===== src/hw/rtl/triangle_face_normal_defines.svh =====
// Assertion macros shared by the face normal unit.
// Included by the top level; depends on nothing else.
`ifndef TRIANGLE_FACE_NORMAL_DEFINES_SVH
`define TRIANGLE_FACE_NORMAL_DEFINES_SVH
// Same-cycle implication checked on every rising clock edge outside reset.
`define TFN_ASSERT_IMP(label, clk, rstn, lhs, rhs) \
    label: assert property (@(posedge clk) disable iff (!rstn) (lhs) |-> (rhs)) \
        else $error("assertion failed");
// Next-cycle implication checked outside reset.
`define TFN_ASSERT_NEXT(label, clk, rstn, lhs, rhs) \
    label: assert property (@(posedge clk) disable iff (!rstn) (lhs) |=> (rhs)) \
        else $error("assertion failed");
`endif


===== src/hw/rtl/tfn_pkg.sv =====
// Shared types and constants of the face normal unit.
// Used by the controller, the datapath and the top level.
`default_nettype none
package tfn_pkg;
    localparam int COORD_WIDTH_DEF = 16;
    localparam int NORM_WIDTH      = 16;
    localparam int MAG_WIDTH       = 30;
    localparam int SUM_WIDTH       = 62;
    localparam int LEN_WIDTH       = 31;
    localparam int QUO_WIDTH       = 15;
    localparam int SQRT_STEPS      = 31;
    localparam int DIV_STEPS       = 15;

    typedef struct packed {
        logic load_a;
        logic load_b;
        logic start;
    } tfn_cmd_t;

    typedef struct packed {
        logic busy;
        logic done;
    } tfn_stat_t;
endpackage
`default_nettype wire


===== src/hw/rtl/tfn_ctrl.sv =====
// Controller: tracks the vertex phase, launches the datapath on the third
// vertex and sends the three copies of the normal. Depends on tfn_pkg.
`default_nettype none
module tfn_ctrl
    import tfn_pkg::*;
(
    input  wire logic      aclk,
    input  wire logic      aresetn,
    input  wire logic      in_valid,
    output logic           in_ready,
    output logic           out_valid,
    input  wire logic      out_ready,
    output logic           out_last,
    output tfn_cmd_t       cmd,
    input  tfn_stat_t      stat
);
    localparam logic [1:0] ST_IN   = 2'd0;
    localparam logic [1:0] ST_WORK = 2'd1;
    localparam logic [1:0] ST_OUT  = 2'd2;

    logic [1:0] state_reg, state_next;
    logic [1:0] phase_reg, phase_next;
    logic [1:0] copy_reg, copy_next;
    logic       acc;

    assign in_ready  = (state_reg == ST_IN);
    assign acc       = in_valid && in_ready;
    assign out_valid = (state_reg == ST_OUT);
    assign out_last  = (copy_reg == 2'd2);
    assign cmd.load_a = acc && (phase_reg == 2'd0);
    assign cmd.load_b = acc && (phase_reg == 2'd1);
    assign cmd.start  = acc && (phase_reg != 2'd0) && (phase_reg != 2'd1);

    always_comb begin
        state_next = state_reg;
        phase_next = phase_reg;
        copy_next  = copy_reg;
        unique case (state_reg)
            ST_IN: begin
                if (acc) begin
                    if (cmd.start) begin
                        phase_next = 2'd0;
                        state_next = ST_WORK;
                    end else begin
                        phase_next = phase_reg + 2'd1;
                    end
                end
            end
            ST_WORK: begin
                if (stat.done) begin
                    copy_next  = 2'd0;
                    state_next = ST_OUT;
                end
            end
            ST_OUT: begin
                if (out_ready) begin
                    copy_next = copy_reg + 2'd1;
                    if (copy_reg == 2'd2) state_next = ST_IN;
                end
            end
            default: state_next = ST_IN;
        endcase
    end

    always_ff @(posedge aclk) begin
        if (!aresetn) begin
            state_reg <= ST_IN;
            phase_reg <= 2'd0;
            copy_reg  <= 2'd0;
        end else begin
            state_reg <= state_next;
            phase_reg <= phase_next;
            copy_reg  <= copy_next;
        end
    end
endmodule
`default_nettype wire


===== config.mk =====
export PLATFORM = sky130hd
export DESIGN_NAME = tfn_ctrl
export DESIGN_NICKNAME = d
export VERILOG_FILES = /design/src/hw/rtl/triangle_face_normal_defines.svh /design/src/hw/rtl/tfn_pkg.sv /design/src/hw/rtl/tfn_ctrl.sv
export SDC_FILE = /design/constraint.sdc
export NUM_CORES = 1
export LEC_CHECK = 0
export CAP_MARGIN = 20
export CORE_MARGIN = 2
export CORE_UTILIZATION = 30
export CTS_CLUSTER_SIZE = 10
export DETAILED_ROUTE_END_ITERATION = 8
export DONT_BUFFER_PORTS = 1
export SETUP_SLACK_MARGIN = 0.5
export SYNTH_ARGS = -nofsm -noshare
export SYNTH_HDL_FRONTEND = slang
export SYNTH_SLANG_ARGS = --single-unit

===== constraint.sdc =====
create_clock -name aclk -period 1.55 [get_ports aclk]
set_input_delay 0.31 -clock aclk [delete_from_list [all_inputs] [get_ports aclk]]
set_output_delay 0.31 -clock aclk [all_outputs]
set_load 0.05 [all_outputs]

---- Yosys cells after proc, flatten, opt, wreduce, memory -nomap -nowiden ----
Cells that the tools add are included.
operators by class
  add/subtract/negate cells ............... 2
  equal/unequal tests ..................... 10
  multiplexer cells ....................... 10
  reductions and logical operators ........ 12
operator list
  cell                 number
  $mux 2               8
  $ne 2x1->1 const B   5
  $pmux 2 s3           1
  $logic_and 1x1->1    5
  $reduce_and 5->1     1
  $add 2x1->2 const B  2
  $eq 2x1->1 const B   2
  $eq 2x2->1 const B   2
  $logic_not 2->1      2
  $pmux 2 s2           1
  $reduce_bool 2->1    2
  $reduce_and 3->1     1
  $ne 2x2->1 const B   1
  $reduce_and 2->1     1
word-level totals
  register bits ........................... 6
  output and inout bits ................... 6
  word-level logic and storage cells ...... 37

---- Logic depth before layout (Yosys ltp) ----
  depth after elaboration ................. 7
  depth in mapped cells ................... 5
  gate-level depth less buffers ........... 5

---- Worst setup path after synthesis ----
OpenSTA, ideal clock, no wires.
  path kind ............................... reg-to-output
  start ................................... register state_reg[1]
  end ..................................... output port cmd[0] in the netlist's numbering
  arrival ................................. 1432 ps
  data required time ...................... 1240 ps
  setup slack ............................. -192 ps
  cell stages (with the launch flop) ...... 4
  path buffers ............................ 1
  path through ............................ dfxtp_1 > buf_6 > or3b_4 > nor3_2
RTL lines
  item                    line            source
  start, declared         tfn_ctrl.sv:21  logic [1:0] state_reg, state_next;
  start signal, assigned  tfn_ctrl.sv:71  state_reg <= state_next;
  end, declared           tfn_ctrl.sv:14  output tfn_cmd_t cmd,

==> impl_summary.log <==
INFO  metric finalWorstSetupSlack = -0.0608 ns
INFO  metric worst_setup_path_endpoint = cmd[0]
INFO  metric share_clk_of_total_power = 26.4%
INFO  metric cts.clk_slew.worst_paths = 0.05 ns
INFO  metric rsz0062_at_grt = yes
INFO  metric post_route_cells_drive_above_1_share = 66.7%
INFO  metric power_report.internal_total = 0.353 mW
INFO  metric power.switching_fraction = 35.8%
INFO  metric routed_wire_length_per_instance = 11.5 µm
INFO  metric critical_path_depth = 3
INFO  metric numPlacedInstances = 62
INFO  metric setup_viol = 3
INFO  metric timing.critical_path.slowest_cell_delay = 0.42 ns
INFO  metric worst_setup_path_start_kind = flop
INFO  metric antenna_found_initial = 0
INFO  metric crit_fanout = 3
INFO  metric cts.root.buffer_cell = sky130_fd_sc_hd__clkbuf_4
INFO  metric yosysSeqAreaShare = 28.9%
INFO  metric run_status = complete, but fails checks
INFO  metric min_from = aresetn
INFO  metric synth.top_cell.area_share = 28.9%
INFO  metric io-pin-count = 12
INFO  metric tritoncts.num_buffers = 3
INFO  metric max-cap-violations = 0
INFO  metric synth.ff_latch_count = 6
INFO  metric grt_start_max_net_pins = 9
INFO  metric switchingPower = 0.197 mW
INFO  metric rr_endpoint = state_reg[0]$_SDFFE_PN0P_
INFO  metric worst_setup_path_startpoint = state_reg[1]$_SDFFE_PN0P_
INFO  metric syn_area = 415 µm²
INFO  metric timing.clock.skew = 0.00443 ns
INFO  metric cts_stage_hold_buffer_count = 0
INFO  metric grt_first_pass_wirelength = 1.25 mm
INFO  metric grt_pass1_vias = 306
INFO  metric area.growth.synth_to_final = 40.4%
INFO  metric die_x = 41.2 µm
INFO  metric floorplan.rows = 13
INFO  metric min_path_type = in -> reg
INFO  metric clkSinkCount = 6
INFO  metric critical_path_arrival = 1.30 ns
INFO  metric drt.antenna.violating_nets = 0
INFO  metric crit_slowest_cell = sky130_fd_sc_hd__or3b_4
INFO  metric rr_worst_depth = 5
INFO  metric kind_of_critical_path = reg -> out
INFO  metric timing_worst_slew_pin_value = 0.264 ns
INFO  metric timing.critical_path.to_type = primary output
INFO  metric post_synth.cell_area_avg = 9.44 µm²
INFO  metric power.density_cell_area = 944 nW/µm²
INFO  metric wl = 760 µm
INFO  metric timing_hold_violations_final = 0
INFO  metric drc = 0
INFO  metric cts_htree_levels = 1
INFO  metric clock_latency_at_the_later_pin_of_the_worst_skew_pair = 0.24 ns
INFO  metric place.detailed.hpwl = 564 µm
INFO  metric synth.area.top_cells = sky130_fd_sc_hd__dfxtp_1, sky130_fd_sc_hd__ha_1, sky130_fd_sc_hd__a211oi_2
INFO  metric n_antenna_cell = 0
INFO  metric synth_largest_area_cell = sky130_fd_sc_hd__dfxtp_1
INFO  metric detailroute.via_count = 317
INFO  metric setup_ws_pre_cts = 0.187 ns
INFO  metric final.period_utilization = 104%
INFO  metric slew_viol_final = 0
INFO  metric timing.max_slew.rel_slack = 82.3%
INFO  metric place.gp.congestion = 0.671
INFO  metric ir_worst_vdd = 580 µV
INFO  metric pwr-share-seq = 32.8%
INFO  metric worstPathCellList = or3b_4 -> nor3_4 -> buf_12
INFO  metric synthesis.nets = 53
INFO  metric tritoncts = built
INFO  metric setup_total_negative_slack = -0.0938 ns
INFO  metric crit_required = 1.24 ns
INFO  metric first_iter_violations = 5
INFO  metric initial_util = 31.9%
INFO  metric grt_remaining_overflow = 0
INFO  metric coreArea = 1300 µm²
INFO  metric synth_warnings = 0
INFO  metric viasPerCell = 4.80
INFO  metric register_to_register_setup_slack = 0.47 ns
INFO  metric clock_tree.buffer_depth = 2
INFO  metric final_nets = 62
INFO  metric finalPower = 0.550 mW
INFO  metric fp.dieArea = 1700 µm²
INFO  metric pleak = 0.203 nW
INFO  metric netlist_instances = 44
INFO  metric crit_buf_inv = 1
INFO  metric layout.cells.non_filler = 66
INFO  metric violations = setup timing
INFO  metric first_pass_iters = 2
INFO  metric power.share.combinational = 40.8%
INFO  metric die_h = 41.2 µm
INFO  metric buffer_ports.inserted = 0
INFO  metric clock.fmax = 621 MHz
INFO  metric fin_crit = 1.61 ns
INFO  metric holdPathStages = 1
INFO  metric grtUsageTotal = 11.9%
INFO  metric synth_cell_type_count = 20
INFO  metric fin_hold_ws = 0.212 ns
INFO  metric timing.critical_path.max_delay_family = simple AND/OR/NAND/NOR gates
INFO  metric r2r-start = phase_reg[1]$_SDFFE_PN0P_
cell usage in the layout, fill, tap and decap left out:
cell / count
sky130_fd_sc_hd__dfxtp_2: 5
sky130_fd_sc_hd__nand2_1: 4
sky130_fd_sc_hd__and2_4: 3
sky130_fd_sc_hd__a21boi_1: 3
sky130_fd_sc_hd__a21oi_1: 3
sky130_fd_sc_hd__ha_4: 3
sky130_fd_sc_hd__clkbuf_4: 3
sky130_fd_sc_hd__inv_2: 2
sky130_fd_sc_hd__nor3b_2: 2
sky130_fd_sc_hd__o211ai_1: 2
sky130_fd_sc_hd__o21ai_0: 2
sky130_fd_sc_hd__a211oi_2: 2
sky130_fd_sc_hd__buf_6: 2
sky130_fd_sc_hd__buf_4: 2
sky130_fd_sc_hd__nor2_1: 1
sky130_fd_sc_hd__inv_4: 1
sky130_fd_sc_hd__or3b_4: 1
sky130_fd_sc_hd__nor3_4: 1
sky130_fd_sc_hd__nor2b_4: 1
sky130_fd_sc_hd__nor2b_2: 1
sky130_fd_sc_hd__inv_1: 1
sky130_fd_sc_hd__nor4b_4: 1
sky130_fd_sc_hd__a21oi_2: 1
sky130_fd_sc_hd__or2_1: 1
sky130_fd_sc_hd__dfxtp_4: 1
sky130_fd_sc_hd__buf_12: 1
sky130_fd_sc_hd__buf_8: 1
per-layer routing:
metal | vias to the layer above | global-route usage (%) | part of all wire [%]
met4 | 0 | 4.84 | 0
met3 | 0 | 5.43 | 8.8
met1 | 138 | 12.2 | 44
li1 | 168 | - | -
met2 | 11 | 20.7 | 47
met5 | - | 0 | 0
cell type report:
cell class | count | area (µm²)
fill | 129 | 718
multi-input combinational | 32 | 322
sequential | 6 | 130
timing repair buffer | 6 | 72.6
clock buffer | 3 | 22.5
tap | 15 | 18.8
inverter | 4 | 17.5
metrics by stage:
step | utilization [%] | cell area [µm²]
6_report | 44.8 | 583
5_1_grt | 44.8 | 583
4_1_cts | 43.2 | 562
3_5_place_dp | 38.6 | 502
3_3_place_gp | 38.6 | 502
2_1_floorplan | - | 455
kinds of logic after synthesis:
logic type | count (synthesis) | synth area share, %
compound gates | 13 | 22.3
fa+ha+maj | 3 | 9.04
buf+inv | 6 | 9.03
simple gates | 16 | 30.7
flops | 6 | 28.9
cells in the mapped netlist, drive strengths merged:
cell type / instances
nor3b: 2
a21boi: 3
nor2: 1
a21oi: 4
o21ai: 2
inv: 4
o211ai: 2
nand2: 4
nor3: 1
and2: 3
or3b: 1
buf: 2
nor4b: 1
a211oi: 2
dfxtp: 6
or2: 1
nor2b: 2
ha: 3
power groups by stage:
| stage | Sequential [mW] | Clock (mW) | Combinational (mW) |
|---|---|---|---|
| 2_1_floorplan | 0.175 | 0 | 0.173 |
| 3_3_place_gp | 0.178 | 0 | 0.202 |
| 3_5_place_dp | 0.178 | 0 | 0.204 |
| 4_1_cts | 0.179 | 0.151 | 0.214 |
| 5_1_grt | 0.182 | 0.162 | 0.240 |
| 6_report | 0.181 | 0.145 | 0.224 |
how the worst min path moves through the flow:
stage | to
after floorplan | phase_reg[1]$_SDFFE_PN0P_
after global placement | phase_reg[1]$_SDFFE_PN0P_
after detailed placement | phase_reg[1]$_SDFFE_PN0P_
after CTS | phase_reg[0]$_SDFFE_PN0P_
after global routing | state_reg[1]$_SDFFE_PN0P_
final | state_reg[1]$_SDFFE_PN0P_
repair_timing:
| action | CTS | global route |
|---|---|---|
| pin swaps | 2 | 1 |
| buffers inserted | 1 | 0 |
| gates resized for setup | 12 | 5 |
| cloned | 0 | 0 |
| setup endpoints to repair | 10 | 12 |
Note: power is estimated with default switching activity, not from simulation.
